`src/hdl/llur_pkg.sv`:
```
// ----------------------------------------------------------------------------
// llur_pkg
// Shared constants and types for the exponential random generator: the
// generator constants, fixed-point formats and the divider request bundle.
// ----------------------------------------------------------------------------
package llur_pkg;

    localparam int RANGE_W              = 16;
    localparam int VALUE_W              = 32;
    localparam int STATE_W              = 32;
    localparam int OUTPUT_FRACTION_BITS = 16;

    localparam logic [STATE_W-1:0] LCG_MUL     = 32'd2891336453;
    localparam logic [STATE_W-1:0] LCG_ADD     = 32'd1500450271;
    localparam logic [STATE_W-1:0] STATE_MASK  = 32'h7fff_ffff;
    localparam logic [STATE_W-1:0] STATE_RESET = 32'd2076571060;
    localparam logic [31:0]        DIVISOR     = 32'd2147483647;

    localparam logic [RANGE_W-1:0] RANGE_ONE = 16'd1;

    // Q62 fixed point is carried in 64-bit words.
    localparam int             Q_W     = 64;
    localparam logic [Q_W-1:0] ONE_Q62 = 64'h4000_0000_0000_0000;

    localparam int SERIES_TERMS = 24;
    localparam int SQUARINGS    = 6;
    localparam int N_W          = $clog2(SERIES_TERMS + 1);
    localparam int SQ_W         = $clog2(SQUARINGS);

    // Five passes through the multiplier make one Q62 product.
    localparam int MUL_STEPS = 5;
    localparam int SUB_W     = $clog2(MUL_STEPS);

    // Divider retires this many quotient bits per cycle.
    localparam int DIV_DIGITS = 8;
    localparam int DIV_CYCLES = Q_W / DIV_DIGITS;
    localparam int DCNT_W     = $clog2(DIV_CYCLES);

    // Final scaling: range times the Q62 value, reduced to the output format.
    localparam int VSUM_W    = 48;
    localparam int VAL_SHIFT = 30 - OUTPUT_FRACTION_BITS;

    typedef struct packed {
        logic           start;
        logic [Q_W-1:0] dividend;
        logic [N_W-1:0] divisor;
    } t_div_req;

endpackage

```
`src/hdl/lcg_log_uniform_random.sv`:
```
// ----------------------------------------------------------------------------
// lcg_log_uniform_random
// Exponentially distributed random generator. A draw steps a linear
// congruential state and returns range * exp(-range * s / (2^31 - 1)) in
// unsigned Q16.16, via a Taylor series in Q62 and six squarings.
//
//   channel   direction  handshake                   payload
//   input     in         i_in_valid / o_in_stall     i_operation, i_seed_value
//   result    out        o_out_valid / i_out_stall   o_value_q16
//   config    in         i_cfg_valid / o_cfg_ready   i_cfg_data (range)
//
// A seed transaction loads the state and produces no result. A draw returns
// its result after 24 series terms, each of 5 multiplier passes and a divide,
// 6 squarings of 5 passes, and the setup and scaling steps. The next
// transaction is taken once the block is back in idle.
// All multiplies run through the one 32 x 32 multiplier and all divides through the one divider.
// Reset is synchronous and active low; no clearing pass follows it.
// A stalled result waits in the output register; the next draw is accepted
// meanwhile and holds in its last step until that register frees up.
// ----------------------------------------------------------------------------
module lcg_log_uniform_random
    import llur_pkg::*;
(
    input  logic                      i_clk,
    input  logic                      i_rst_n,
    input  logic                      i_in_valid,
    output logic                      o_in_stall,
    input  logic                      i_operation,
    input  logic signed [STATE_W-1:0] i_seed_value,
    output logic                      o_out_valid,
    input  logic                      i_out_stall,
    output logic [VALUE_W-1:0]        o_value_q16,
    input  logic                      i_cfg_valid,
    output logic                      o_cfg_ready,
    input  logic [RANGE_W-1:0]        i_cfg_data
);

    localparam logic [3:0] S_IDLE   = 4'd0;
    localparam logic [3:0] S_LCG    = 4'd1;
    localparam logic [3:0] S_SCALE  = 4'd2;
    localparam logic [3:0] S_TMUL   = 4'd3;
    localparam logic [3:0] S_QR     = 4'd4;
    localparam logic [3:0] S_FRAC   = 4'd5;
    localparam logic [3:0] S_CFRAC  = 4'd6;
    localparam logic [3:0] S_YSUM   = 4'd7;
    localparam logic [3:0] S_MUL    = 4'd8;
    localparam logic [3:0] S_DSTART = 4'd9;
    localparam logic [3:0] S_DWAIT  = 4'd10;
    localparam logic [3:0] S_FL     = 4'd11;
    localparam logic [3:0] S_FH     = 4'd12;
    localparam logic [3:0] S_FV     = 4'd13;
    localparam logic [3:0] S_CLAMP  = 4'd14;
    localparam logic [3:0] S_OUT    = 4'd15;

    localparam int SUB_LAST = MUL_STEPS - 1;

    logic [3:0]         r_st,     n_st;
    logic [STATE_W-1:0] r_gen,    n_gen;
    logic [RANGE_W-1:0] r_range,  n_range;
    logic [4:0]         r_q5,     n_q5;
    logic               r_big,    n_big;
    logic [30:0]        r_r,      n_r;
    logic [31:0]        r_a,      n_a;
    logic [30:0]        r_b,      n_b;
    logic [24:0]        r_c,      n_c;
    logic [Q_W-1:0]     r_y,      n_y;
    logic [Q_W-1:0]     r_term,   n_term;
    logic [Q_W-1:0]     r_sum,    n_sum;
    logic [65:0]        r_acc,    n_acc;
    logic [Q_W-1:0]     r_mres,   n_mres;
    logic [N_W-1:0]     r_n,      n_n;
    logic               r_square, n_square;
    logic [SQ_W-1:0]    r_sqcnt,  n_sqcnt;
    logic [SUB_W-1:0]   r_sub,    n_sub;
    logic [31:0]        r_lo,     n_lo;
    logic [VSUM_W-1:0]  r_vsum,   n_vsum;
    logic [VALUE_W-1:0] r_val,    n_val;
    logic               r_out_valid, n_out_valid;

    logic [31:0]    mul_a;
    logic [31:0]    mul_b;
    logic [63:0]    mul_p;
    t_div_req       div_req;
    logic           div_done;
    logic [Q_W-1:0] div_quot;

    llur_mul u_mul (
        .i_clk (i_clk),
        .i_a   (mul_a),
        .i_b   (mul_b),
        .o_p   (mul_p)
    );

    llur_div u_div (
        .i_clk   (i_clk),
        .i_rst_n (i_rst_n),
        .i_req   (div_req),
        .o_done  (div_done),
        .o_quot  (div_quot)
    );

    logic           in_take;
    logic           out_free;
    logic [Q_W-1:0] op_x;
    logic [Q_W-1:0] op_y;

    // Quotient and remainder of t by 2^31-1: t = hi*2^31 + lo = hi*D + hi + lo.
    logic [15:0] qr_hi;
    logic [30:0] qr_lo;
    logic [31:0] qr_s;
    logic        qr_ge;
    logic [16:0] qr_q;

    // r*2^32 = 2r*D + 2r, so the quotient and remainder follow from 2r.
    logic [31:0] fr_r2;
    logic        fr_ge;

    logic [23:0] cf_xh;
    logic [31:0] cf_s;

    logic [Q_W-1:0]    m_hi;
    logic [Q_W-1:0]    m_res;
    logic [VSUM_W-1:0] fv_sum;
    logic [VSUM_W-1:0] cl_top;

    assign in_take  = i_in_valid && (r_st == S_IDLE);
    assign out_free = !r_out_valid || !i_out_stall;

    assign op_x = r_square ? r_sum : r_term;
    assign op_y = r_square ? r_sum : r_y;

    assign qr_hi = mul_p[46:31];
    assign qr_lo = mul_p[30:0];
    assign qr_s  = 32'(qr_hi) + 32'(qr_lo);
    assign qr_ge = (qr_s >= DIVISOR);
    assign qr_q  = 17'(qr_hi) + 17'(qr_ge);

    assign fr_r2 = {r_r, 1'b0};
    assign fr_ge = (fr_r2 >= DIVISOR);

    assign cf_xh = r_b[30:7];
    assign cf_s  = 32'(cf_xh) + {1'b0, r_b[6:0], 24'd0};

    // Fourth partial product closes the Q62 product; keep bits 62 and up.
    assign m_hi  = mul_p + 64'(r_acc[65:32]);
    assign m_res = {m_hi[61:0], r_acc[31:30]};

    assign fv_sum = VSUM_W'(mul_p) + VSUM_W'(r_lo);
    assign cl_top = VSUM_W'(r_range) << OUTPUT_FRACTION_BITS;

    always_comb begin
        mul_a = '0;
        mul_b = '0;
        unique case (r_st)
            S_LCG: begin
                mul_a = r_gen;
                mul_b = LCG_MUL;
            end
            S_TMUL: begin
                mul_a = 32'(r_range);
                mul_b = r_gen;
            end
            S_MUL: begin
                case (r_sub)
                    SUB_W'(0): begin
                        mul_a = op_x[31:0];
                        mul_b = op_y[31:0];
                    end
                    SUB_W'(1): begin
                        mul_a = op_x[31:0];
                        mul_b = op_y[63:32];
                    end
                    SUB_W'(2): begin
                        mul_a = op_x[63:32];
                        mul_b = op_y[31:0];
                    end
                    default: begin
                        mul_a = op_x[63:32];
                        mul_b = op_y[63:32];
                    end
                endcase
            end
            S_FL: begin
                mul_a = 32'(r_range);
                mul_b = r_sum[31:0];
            end
            S_FH: begin
                mul_a = 32'(r_range);
                mul_b = r_sum[63:32];
            end
            default: begin
                mul_a = '0;
                mul_b = '0;
            end
        endcase
    end

    always_comb begin
        div_req          = '0;
        div_req.start    = (r_st == S_DSTART);
        div_req.dividend = r_mres;
        div_req.divisor  = r_n;
    end

    always_comb begin
        n_st        = r_st;
        n_gen       = r_gen;
        n_range     = r_range;
        n_q5        = r_q5;
        n_big       = r_big;
        n_r         = r_r;
        n_a         = r_a;
        n_b         = r_b;
        n_c         = r_c;
        n_y         = r_y;
        n_term      = r_term;
        n_sum       = r_sum;
        n_acc       = r_acc;
        n_mres      = r_mres;
        n_n         = r_n;
        n_square    = r_square;
        n_sqcnt     = r_sqcnt;
        n_sub       = r_sub;
        n_lo        = r_lo;
        n_vsum      = r_vsum;
        n_val       = r_val;
        n_out_valid = r_out_valid && i_out_stall;

        if (i_cfg_valid) begin
            n_range = (i_cfg_data == '0) ? RANGE_ONE : i_cfg_data;
        end

        unique case (r_st)
            S_IDLE: begin
                if (in_take) begin
                    if (i_operation) begin
                        n_gen = STATE_W'(i_seed_value);
                    end else begin
                        n_st = S_LCG;
                    end
                end
            end
            S_LCG: begin
                n_st = S_SCALE;
            end
            S_SCALE: begin
                n_gen = (mul_p[31:0] + LCG_ADD) & STATE_MASK;
                n_st  = S_TMUL;
            end
            S_TMUL: begin
                n_st = S_QR;
            end
            S_QR: begin
                n_q5  = qr_q[4:0];
                n_big = (qr_q[16:5] != '0);
                n_r   = qr_ge ? 31'(qr_s - DIVISOR) : 31'(qr_s);
                n_st  = S_FRAC;
            end
            S_FRAC: begin
                n_a = fr_r2 + 32'(fr_ge);
                n_b = fr_ge ? 31'(fr_r2 - DIVISOR) : 31'(fr_r2);
                if (r_big) begin
                    // The exponent is past 32: the true value is under one LSB.
                    n_vsum = '0;
                    n_st   = S_CLAMP;
                end else begin
                    n_st = S_CFRAC;
                end
            end
            S_CFRAC: begin
                n_c  = 25'(cf_xh) + 25'(cf_s >= DIVISOR);
                n_st = S_YSUM;
            end
            S_YSUM: begin
                n_y      = (64'(r_q5) << 56) + (64'(r_a) << 24) + 64'(r_c);
                n_term   = ONE_Q62;
                n_sum    = ONE_Q62;
                n_n      = N_W'(1);
                n_square = 1'b0;
                n_sqcnt  = '0;
                n_sub    = '0;
                n_st     = S_MUL;
            end
            S_MUL: begin
                n_sub = r_sub + 1'b1;
                case (r_sub)
                    SUB_W'(1): n_acc = 66'(mul_p[63:32]);
                    SUB_W'(2): n_acc = r_acc + 66'(mul_p);
                    SUB_W'(3): n_acc = r_acc + 66'(mul_p);
                    default:   n_acc = r_acc;
                endcase
                if (r_sub == SUB_W'(SUB_LAST)) begin
                    n_sub = '0;
                    if (r_square) begin
                        n_sum   = m_res;
                        n_sqcnt = r_sqcnt + 1'b1;
                        if (r_sqcnt == SQ_W'(SQUARINGS - 1)) begin
                            n_st = S_FL;
                        end
                    end else begin
                        n_mres = m_res;
                        n_st   = S_DSTART;
                    end
                end
            end
            S_DSTART: begin
                n_st = S_DWAIT;
            end
            S_DWAIT: begin
                if (div_done) begin
                    n_term = div_quot;
                    // Odd powers of the series are subtracted.
                    n_sum  = r_n[0] ? (r_sum - div_quot) : (r_sum + div_quot);
                    n_st   = S_MUL;
                    if (r_n == N_W'(SERIES_TERMS)) begin
                        n_square = 1'b1;
                    end else begin
                        n_n = r_n + 1'b1;
                    end
                end
            end
            S_FL: begin
                n_st = S_FH;
            end
            S_FH: begin
                n_lo = mul_p[63:32];
                n_st = S_FV;
            end
            S_FV: begin
                n_vsum = fv_sum >> VAL_SHIFT;
                n_st   = S_CLAMP;
            end
            S_CLAMP: begin
                if (r_vsum >= cl_top) begin
                    n_vsum = VSUM_W'(r_range - 1'b1) << OUTPUT_FRACTION_BITS;
                end
                n_st = S_OUT;
            end
            S_OUT: begin
                // The output register is loaded only once the last result has left.
                if (out_free) begin
                    n_val       = VALUE_W'(r_vsum);
                    n_out_valid = 1'b1;
                    n_st        = S_IDLE;
                end
            end
            default: begin
                n_st = S_IDLE;
            end
        endcase
    end

    always_ff @(posedge i_clk) begin
        if (!i_rst_n) begin
            r_st        <= S_IDLE;
            r_gen       <= STATE_RESET;
            r_range     <= RANGE_ONE;
            r_out_valid <= 1'b0;
            r_sub       <= '0;
            r_n         <= '0;
            r_square    <= 1'b0;
            r_sqcnt     <= '0;
        end else begin
            r_st        <= n_st;
            r_gen       <= n_gen;
            r_range     <= n_range;
            r_out_valid <= n_out_valid;
            r_sub       <= n_sub;
            r_n         <= n_n;
            r_square    <= n_square;
            r_sqcnt     <= n_sqcnt;
        end
    end

    always_ff @(posedge i_clk) begin
        r_q5   <= n_q5;
        r_big  <= n_big;
        r_r    <= n_r;
        r_a    <= n_a;
        r_b    <= n_b;
        r_c    <= n_c;
        r_y    <= n_y;
        r_term <= n_term;
        r_sum  <= n_sum;
        r_acc  <= n_acc;
        r_mres <= n_mres;
        r_lo   <= n_lo;
        r_vsum <= n_vsum;
        r_val  <= n_val;
    end

    assign o_in_stall  = (r_st != S_IDLE);
    assign o_out_valid = r_out_valid;
    assign o_value_q16 = r_val;
    assign o_cfg_ready = 1'b1;

endmodule

```
`src/hdl/llur_mul.sv`:
```
// ----------------------------------------------------------------------------
// llur_mul
// Shared 32 x 32 unsigned multiplier with a registered 64-bit product.
// ----------------------------------------------------------------------------
module llur_mul
    import llur_pkg::*;
(
    input  logic        i_clk,
    input  logic [31:0] i_a,
    input  logic [31:0] i_b,
    output logic [63:0] o_p
);

    logic [63:0] r_p;

    always_ff @(posedge i_clk) begin
        r_p <= 64'(i_a) * 64'(i_b);
    end

    assign o_p = r_p;

endmodule

```
`src/hdl/llur_div.sv`:
```
// ----------------------------------------------------------------------------
// llur_div
// Iterative divider of a 64-bit value by a small series index. Restoring
// long division, several quotient bits per cycle, done pulses for one cycle.
// ----------------------------------------------------------------------------
module llur_div
    import llur_pkg::*;
(
    input  logic           i_clk,
    input  logic           i_rst_n,
    input  t_div_req       i_req,
    output logic           o_done,
    output logic [Q_W-1:0] o_quot
);

    logic [Q_W-1:0]    r_quot;
    logic [N_W-1:0]    r_rem;
    logic [N_W-1:0]    r_div;
    logic [DCNT_W-1:0] r_cnt;
    logic              r_busy;
    logic              r_done;

    logic [Q_W-1:0] c_quot;
    logic [N_W-1:0] c_rem;
    logic [N_W:0]   c_ext;

    always_comb begin
        c_quot = r_quot;
        c_rem  = r_rem;
        c_ext  = '0;
        for (int i = 0; i < DIV_DIGITS; i++) begin
            c_ext  = {c_rem, c_quot[Q_W-1]};
            c_quot = {c_quot[Q_W-2:0], 1'b0};
            if (c_ext >= {1'b0, r_div}) begin
                c_ext     = c_ext - {1'b0, r_div};
                c_quot[0] = 1'b1;
            end
            c_rem = c_ext[N_W-1:0];
        end
    end

    always_ff @(posedge i_clk) begin
        if (!i_rst_n) begin
            r_busy <= 1'b0;
            r_done <= 1'b0;
            r_cnt  <= '0;
        end else begin
            r_done <= 1'b0;
            if (i_req.start) begin
                r_quot <= i_req.dividend;
                r_div  <= i_req.divisor;
                r_rem  <= '0;
                r_cnt  <= '0;
                r_busy <= 1'b1;
            end else if (r_busy) begin
                r_quot <= c_quot;
                r_rem  <= c_rem;
                r_cnt  <= r_cnt + 1'b1;
                if (r_cnt == DCNT_W'(DIV_CYCLES - 1)) begin
                    r_busy <= 1'b0;
                    r_done <= 1'b1;
                end
            end
        end
    end

    assign o_done = r_done;
    assign o_quot = r_quot;

endmodule

```
`config.mk`:
```
export PLATFORM = sky130hd
export DESIGN_NAME = lcg_log_uniform_random
export DESIGN_NICKNAME = d
export VERILOG_FILES = /design/src/hdl/llur_pkg.sv /design/src/hdl/lcg_log_uniform_random.sv /design/src/hdl/llur_mul.sv /design/src/hdl/llur_div.sv
export SDC_FILE = /design/constraint.sdc
export NUM_CORES = 2
export LEC_CHECK = 0
export BUFFER_PORTS_ARGS = -buffer_cell sky130_fd_sc_hd__buf_2
export CAP_MARGIN = 20
export CORE_MARGIN = 5
export CORE_UTILIZATION = 46
export DETAILED_ROUTE_END_ITERATION = 12
export PLACE_DENSITY = 0.72
export SLEW_MARGIN = 20
export SYNTH_ARGS = -nofsm -noshare
export SYNTH_HDL_FRONTEND = slang
export SYNTH_SLANG_ARGS = --single-unit
```
`constraint.sdc`:
```
create_clock -name i_clk -period 28.8 [get_ports i_clk]
set_input_delay 5.76 -clock i_clk [delete_from_list [all_inputs] [get_ports i_clk]]
set_output_delay 5.76 -clock i_clk [all_outputs]
set_load 0.02 [all_outputs]
```
Word level (Yosys, flattened, before mapping)
Index checks and enable logic that the tools add are counted.
{"block": "totals", "reg_bits": 767, "latchBits": 0, "ram_bits": 0, "romBits": 0, "input_bits": 54, "out_inout_bits": 35, "word_cells": 212, "mem_count": 0}
{"block": "op_classes", "add_sub_neg": 28, "mul": 1, "n_div": 0, "order_cmp": 12, "eq_ne": 34, "shift": 0, "muxes": 68, "bitwise_logic": 3, "n_reduce_logical": 36}
{"operator": "two-way mux 64 bit", "n": 9}
{"operator": "one-hot mux 64 bit (3 select lines)", "n": 1}
{"operator": "one-hot mux 32 bit (5 select lines)", "n": 1}
{"operator": "one-hot mux 48 bit (3 select lines)", "n": 1}
{"operator": "one-hot mux 66 bit (2 select lines)", "n": 1}
{"operator": "two-way mux 32 bit", "n": 4}
{"operator": "one-hot mux 64 bit (2 select lines)", "n": 1}
{"operator": "greater-or-equal comparator 32 x 31 -> 1 bit (second input constant)", "n": 3}
{"operator": "two-way mux 48 bit", "n": 2}
{"operator": "one-hot mux 32 bit (3 select lines)", "n": 1}
{"operator": "adder 66 x 64 -> 66 bit", "n": 1}
{"operator": "adder 64 bit", "n": 1}
{"operator": "multiplier 32 x 32 -> 64 bit", "n": 1}
{"operator": "one-hot mux 32 bit (2 select lines)", "n": 1}
{"operator": "one-hot mux 4 bit (16 select lines)", "n": 1}
{"operator": "subtractor 64 bit", "n": 1}
{"operator": "adder 62 x 25 -> 63 bit", "n": 1}
{"operator": "adder 61 x 56 -> 62 bit", "n": 1}
{"operator": "adder 62 x 34 -> 62 bit", "n": 1}
{"operator": "two-way mux 31 bit", "n": 2}
{"operator": "subtractor 31 bit (second input constant)", "n": 2}
{"operator": "two-way mux 5 bit", "n": 11}
{"operator": "adder 48 x 32 -> 48 bit", "n": 1}
{"operator": "greater-or-equal comparator 48 x 32 -> 1 bit", "n": 1}
{"operator": "other kinds (46)", "n": 132}

Logic depth before layout (Yosys ltp)
{"block": "depth", "ltp_word": 18, "mapped_depth": 70, "depth_no_buf": 68}

By module
A second synthesis with hierarchy kept.
{"block": "hier_totals", "cells_unflattened": 8212, "hier_area_um2": 79633.9}
{"module": "lcg_log_uniform_random", "n_inst": 1, "cells_per_inst": 3971, "area_per_inst_um2": 39516.6, "seq_area_each_um2": 16706.0}
{"module": "llur_mul", "n_inst": 1, "cells_per_inst": 3776, "area_per_inst_um2": 34573.2, "seq_area_each_um2": 1281.2}
{"module": "llur_div", "n_inst": 1, "cells_per_inst": 465, "area_per_inst_um2": 5544.1, "seq_area_each_um2": 2322.2}

Least setup slack after synthesis
No wires, ideal clock.
{"block": "synth_timing", "kind": "register -> register", "start": "register u_div.r_div[1]", "end": "register u_div.r_rem[1], data pin", "setup_time_ns": 0.266, "arrival_time_ns": 13.461, "required_ns": 28.534, "slack_ns": 15.073, "path_stages_with_launch": 65, "n_path_buf": 3, "path_cell_list": "edfxtp_1 -> inv_1 -> fa_1 -> a211o_1 -> nand3_1 -> o211a_2 -> mux2_2 -> fa_1 -> nand2b_1 -> a21oi_1 -> nand2_1 -> nand3b_4 -> mux2i_1 -> ha_1 -> nor2b_1 -> o21ai_0 -> nand2b_1 -> o21ai_0 -> [... 29 more ...] -> ha_1 -> nor2b_1 -> o21ai_0 -> nand2b_1 -> a41o_1 -> a21oi_1 -> nand2_1 -> a31o_2 -> o21a_4 -> mux2i_1 -> fa_1 -> a21o_1 -> a21oi_1 -> nand2_1 -> a21oi_1 -> o211ai_4 -> mux2i_1 -> nor2_1"}
{"block": "synth_via", "elab_chain_len": 17}
{"item": "from (decl)", "line": "llur_div.sv:18", "rtl": "logic [N_W-1:0] r_div;"}
{"item": "from (signal assigned)", "line": "llur_div.sv:51", "rtl": "r_div <= i_req.divisor;"}
{"item": "subtractor 5 bit / greater-or-equal comparator 6 x 5 -> 1 bit (equally long branches)", "line": "llur_div.sv:35, llur_div.sv:34"}
{"item": "two-way mux 5 bit", "line": "llur_div.sv:34", "rtl": "if (c_ext >= {1'b0, r_div}) begin"}
{"item": "subtractor 5 bit / greater-or-equal comparator 6 x 5 -> 1 bit (equally long branches)", "line": "llur_div.sv:35, llur_div.sv:34"}
{"item": "two-way mux 5 bit", "line": "llur_div.sv:34"}
{"item": "subtractor 5 bit / greater-or-equal comparator 6 x 5 -> 1 bit (equally long branches)", "line": "llur_div.sv:35, llur_div.sv:34"}
{"item": "two-way mux 5 bit", "line": "llur_div.sv:34"}
{"item": "subtractor 5 bit / greater-or-equal comparator 6 x 5 -> 1 bit (equally long branches)", "line": "llur_div.sv:35, llur_div.sv:34"}
{"item": "two-way mux 5 bit", "line": "llur_div.sv:34"}
{"item": "greater-or-equal comparator 6 x 5 -> 1 bit / subtractor 5 bit (equally long branches)", "line": "llur_div.sv:34, llur_div.sv:35"}
{"item": "two-way mux 5 bit", "line": "llur_div.sv:34"}
{"item": "subtractor 5 bit / greater-or-equal comparator 6 x 5 -> 1 bit (equally long branches)", "line": "llur_div.sv:35, llur_div.sv:34"}
{"item": "two-way mux 5 bit", "line": "llur_div.sv:34"}
{"item": "greater-or-equal comparator 6 x 5 -> 1 bit / subtractor 5 bit (equally long branches)", "line": "llur_div.sv:34, llur_div.sv:35"}
{"item": "two-way mux 5 bit", "line": "llur_div.sv:34"}
{"item": "subtractor 5 bit / greater-or-equal comparator 6 x 5 -> 1 bit (equally long branches)", "line": "llur_div.sv:35, llur_div.sv:34"}
{"item": "two-way mux 5 bit *", "line": "llur_div.sv:34"}
{"item": "two-way mux 5 bit *", "line": "llur_div.sv:55", "rtl": "end else if (r_busy) begin"}
{"item": "to (signal assigned)", "line": "llur_div.sv:57", "rtl": "r_rem <= c_rem;"}
{"item": "to (decl)", "line": "llur_div.sv:17", "rtl": "logic [N_W-1:0] r_rem;"}
Mark *: on every way between the ends. The rest lies on a longest branch, timed or not. The select of a mux whose other input is x is not followed.
A chain may end at the register's enable or synchronous reset.

Final worst setup path
{"block": "layout_timing", "start": "register u_div.r_div[1]", "end": "register u_div.r_rem[3], data pin"}
{"block": "layout_via", "elab_chain_len": 17}
{"item": "subtractor 5 bit / greater-or-equal comparator 6 x 5 -> 1 bit (equally long branches)", "line": "llur_div.sv:35, llur_div.sv:34"}
{"item": "two-way mux 5 bit", "line": "llur_div.sv:34"}
{"item": "subtractor 5 bit / greater-or-equal comparator 6 x 5 -> 1 bit (equally long branches)", "line": "llur_div.sv:35, llur_div.sv:34"}
{"item": "two-way mux 5 bit", "line": "llur_div.sv:34"}
{"item": "subtractor 5 bit / greater-or-equal comparator 6 x 5 -> 1 bit (equally long branches)", "line": "llur_div.sv:35, llur_div.sv:34"}
{"item": "two-way mux 5 bit", "line": "llur_div.sv:34"}
{"item": "subtractor 5 bit / greater-or-equal comparator 6 x 5 -> 1 bit (equally long branches)", "line": "llur_div.sv:35, llur_div.sv:34"}
{"item": "two-way mux 5 bit", "line": "llur_div.sv:34"}
{"item": "greater-or-equal comparator 6 x 5 -> 1 bit / subtractor 5 bit (equally long branches)", "line": "llur_div.sv:34, llur_div.sv:35"}
{"item": "two-way mux 5 bit", "line": "llur_div.sv:34"}
{"item": "subtractor 5 bit / greater-or-equal comparator 6 x 5 -> 1 bit (equally long branches)", "line": "llur_div.sv:35, llur_div.sv:34"}
{"item": "two-way mux 5 bit", "line": "llur_div.sv:34"}
{"item": "subtractor 5 bit / greater-or-equal comparator 6 x 5 -> 1 bit (equally long branches)", "line": "llur_div.sv:35, llur_div.sv:34"}
{"item": "two-way mux 5 bit", "line": "llur_div.sv:34"}
{"item": "subtractor 5 bit / greater-or-equal comparator 6 x 5 -> 1 bit (equally long branches)", "line": "llur_div.sv:35, llur_div.sv:34"}
{"item": "two-way mux 5 bit *", "line": "llur_div.sv:34"}
{"item": "two-way mux 5 bit *", "line": "llur_div.sv:55"}
Marks and branches as above.

==> impl_metrics.ini <==
[outcome]
status = completed

[drt]
first_pass_iters = 10
wl_per_cell_um = 27.9
drc = 0
drt_iter0_drc = 7620
viasPerCell = 6.08
drt.antenna.violating_nets = 0
vias = 62839
wl_um = 288000

[grt]
grt_pass1_wl_um = 422000
grt_use_total_pct = 32.8
antenna_found_initial = 21
first_global_vias = 63334
grt_overflow = 0
grt_max_degree = 132

[power]
p_int_uw = 2220
peakVddDrop_mv = 0.0471
p_clk_share_pct = 31.1
p_per_area_nw_per_um2 = 43.7
p_sw_uw = 1390
p_seq_share_pct = 34.2
p_comb_share_pct = 34.7
p_sw_share_pct = 38.6
p_leak_uw = 0.0381

[place]
dp_cells = 10186
io_buffers = 87
gp_congestion = 1.07
dp_hpwl_um = 217000
place_ws_ns = 12.38
postPlaceCellArea_um2 = 79800

[yosys]
synth.largest_area_cell = fa_1
yosysSeqAreaShare_pct = 26.5
syn_avg_cell_area_um2 = 9.43
synth_top_area_share_pct = 23.7
async_flop_share_pct = 0
ys_warn_count = 0
ys_ff_latch = 721
synth.area.top_cells = fa_1 (24%), edfxtp_1 (23%), ha_1 (8.9%), nand2_1 (6.7%), inv_1 (5.7%)
synthesis.area_um2 = 76700
synthFlopType = edfxtp_1
ys_types = 99
synth_edf_count = 587
syn-num-nets = 9645
synthCells = 8136

[floorplanning]
core_um2 = 165000
io_pins = 89
initial_utilization_pct = 46.4
rows = 149
dieHeight_um = 418
die_w_um = 418
dieArea_um2 = 175000

[critical_path]
worst_ep_required_time_ns = 29.21
slowest_delay_ns = 0.77
cp_slowest_cell = edfxtp_1
path_class = reg -> reg
end_kind = flip-flop
cp-start-kind = flip-flop
arrival_ns = 16.78
reg2reg_slack_ns = 12.43
worstPathMaxFanout = 10

[timing]
hold_violations = 0
period_needed_ns = 16.37
hold_slack_ns = 0.416
worst_slack_ns = 12.43
max_freq_mhz = 61.1
maxSlewViolCount = 0
fin_crit_sh_pct = 56.9
rsz0062_at_grt = no
finalSetupViolations = 0
tightest_slew_ns = 1.21
finClkSkew_ns = 0.0267
relSlewSlack_pct = 19.5
tns_ns = 0

[cells_and_area]
syn_to_final_growth_pct = 7.74
fin_area_um2 = 82700
layout_common_cells = nand2_1 (1367), inv_1 (1168), fa_1 (908), edfxtp_1 (587), ha_1 (547)
drive_gt1_share_pct = 6.23
mostFrequentLayoutCell = nand2_1
finish.cell_count_without_fillers = 10343
fin_nets = 9590

[job]
maxCapViolations = 0

[clocking]
cts_sinks = 721
insertion_delay_ns = 0.69
numCtsBuffers = 78
clkTransAtPathRegs_ns = 0.07
cts_root_buf = clkbuf_16
htree_levels = 3
tritoncts = done
post_cts_buffers = 0
clock_tree.buffer_depth = 3
cts.hold.buffers_added = 0
ctsResizeCount = 0

[min_path]
hp-class = reg -> reg
## worst max-delay path, delay by kind of cell, from the launching register on
family | cells | cell delay (ns)
adder cells (fa/ha/maj) | 8 | 2.92
AO/OA/AOI/OAI | 23 | 5.85
buffers and inverters | 4 | 0.77
AND/OR/NAND/NOR | 19 | 3.52
flip-flops | 1 | 0.77
multiplexers | 6 | 2.23
## state kept, by name (all words and copies together) (netlist names), 31 cells and up
name          cells
r_r              31
r_acc            66
r_y              62
r_term           64
r_vsum           35
u_mul.o_p        64
r_gen            32
r_a              31
r_mres           64
o_value_q16      32
u_div.o_quot     64
r_sum            64
r_lo             32
## cells in the mapped netlist (11+ instances only)
cell type and n:
a222oi_1 15, a22o_1 36, and3_1 52, edfxtp_1 587, o21a_1 41, buf_1 27, nor4_1 28, nand2b_1 68
nor3_1 96, o21ai_0 260, mux4_2 62, a22oi_1 36, nor2b_1 92, nor2_1 455, nand2_1 1375, o31ai_1 21
and4_1 14, mux2i_1 29, a21boi_0 13, nand3_1 116, fa_1 908, dfxtp_1 134, a211oi_1 22, and2_1 112
a31oi_1 54, a221oi_1 13, nand4_1 68, a21oi_1 375, or2_2 11, clkbuf_1 339, xor2_1 156, or3_1 20
a21o_1 182, inv_1 1168, o22ai_1 18, o211ai_1 35, ha_1 547, xnor2_1 328, o21bai_1 39
## stage by stage
| step | power (µW) | util (%) |
|---|---|---|
| global route | 3730 | 50.0 |
| global placement | 2440 | 48.3 |
| finish | 3610 | 50.0 |
| CTS | 3570 | 49.9 |
| floorplan | 1960 | - |
| detailed placement | 2450 | 48.3 |
## cell families after synthesis
| group | after synthesis | share of synthesized area [%] |
|---|---|---|
| simple gates | 2549 | 14.7 |
| buf+inv | 1540 | 7.54 |
| fa+ha+maj | 1455 | 32.6 |
| compound gates | 1283 | 10.8 |
| flops | 721 | 26.5 |
| xor+xnor | 484 | 5.53 |
| mux | 103 | 2.39 |
| other cells | 1 | 0.00489 |
## final cells by class
cell class                 count  area (µm²)
antenna                       10        25.0
clock buffer                  96        2090
clock inverter                47         674
fill                       15253       82700
inverter                    1170        4390
multi-input combinational   5875       50900
sequential                   721       20300
tap                         2189        2740
timing repair buffer         235        1560
## final timing paths
kind | end | cells after the start | startpoint
hold / removal | r_y[20]$_DFFE_PP_ | 0 | r_c[20]$_DFFE_PP_
setup reg to reg | u_div.r_rem[3]$_SDFFCE_PP0P_ | 60 | u_div.r_div[1]$_DFFE_PP_
setup / recovery | u_div.r_rem[3]$_SDFFCE_PP0P_ | 60 | u_div.r_div[1]$_DFFE_PP_
hold reg to reg | r_y[20]$_DFFE_PP_ | 0 | r_c[20]$_DFFE_PP_
## power groups by stage
stage	clock network, µW	registers (µW)	logic (µW)
finish	1120	1230	1250
global route	1170	1230	1330
CTS	1130	1230	1210
detailed placement	0	1250	1200
global placement	0	1250	1190
floorplan	0	1220	736
## per-layer routing
metal | GRT usage, % | vias to the layer above | share of wire (%)
met3 | 9.78 | 1021 | 12
met2 | 48.3 | 3909 | 42
met5 | 0.219 | - | 0.042
met4 | 23.6 | 12 | 9.1
li1 | - | 26707 | -
met1 | 41.2 | 31190 | 37
Power figures use the tool's default switching activity.
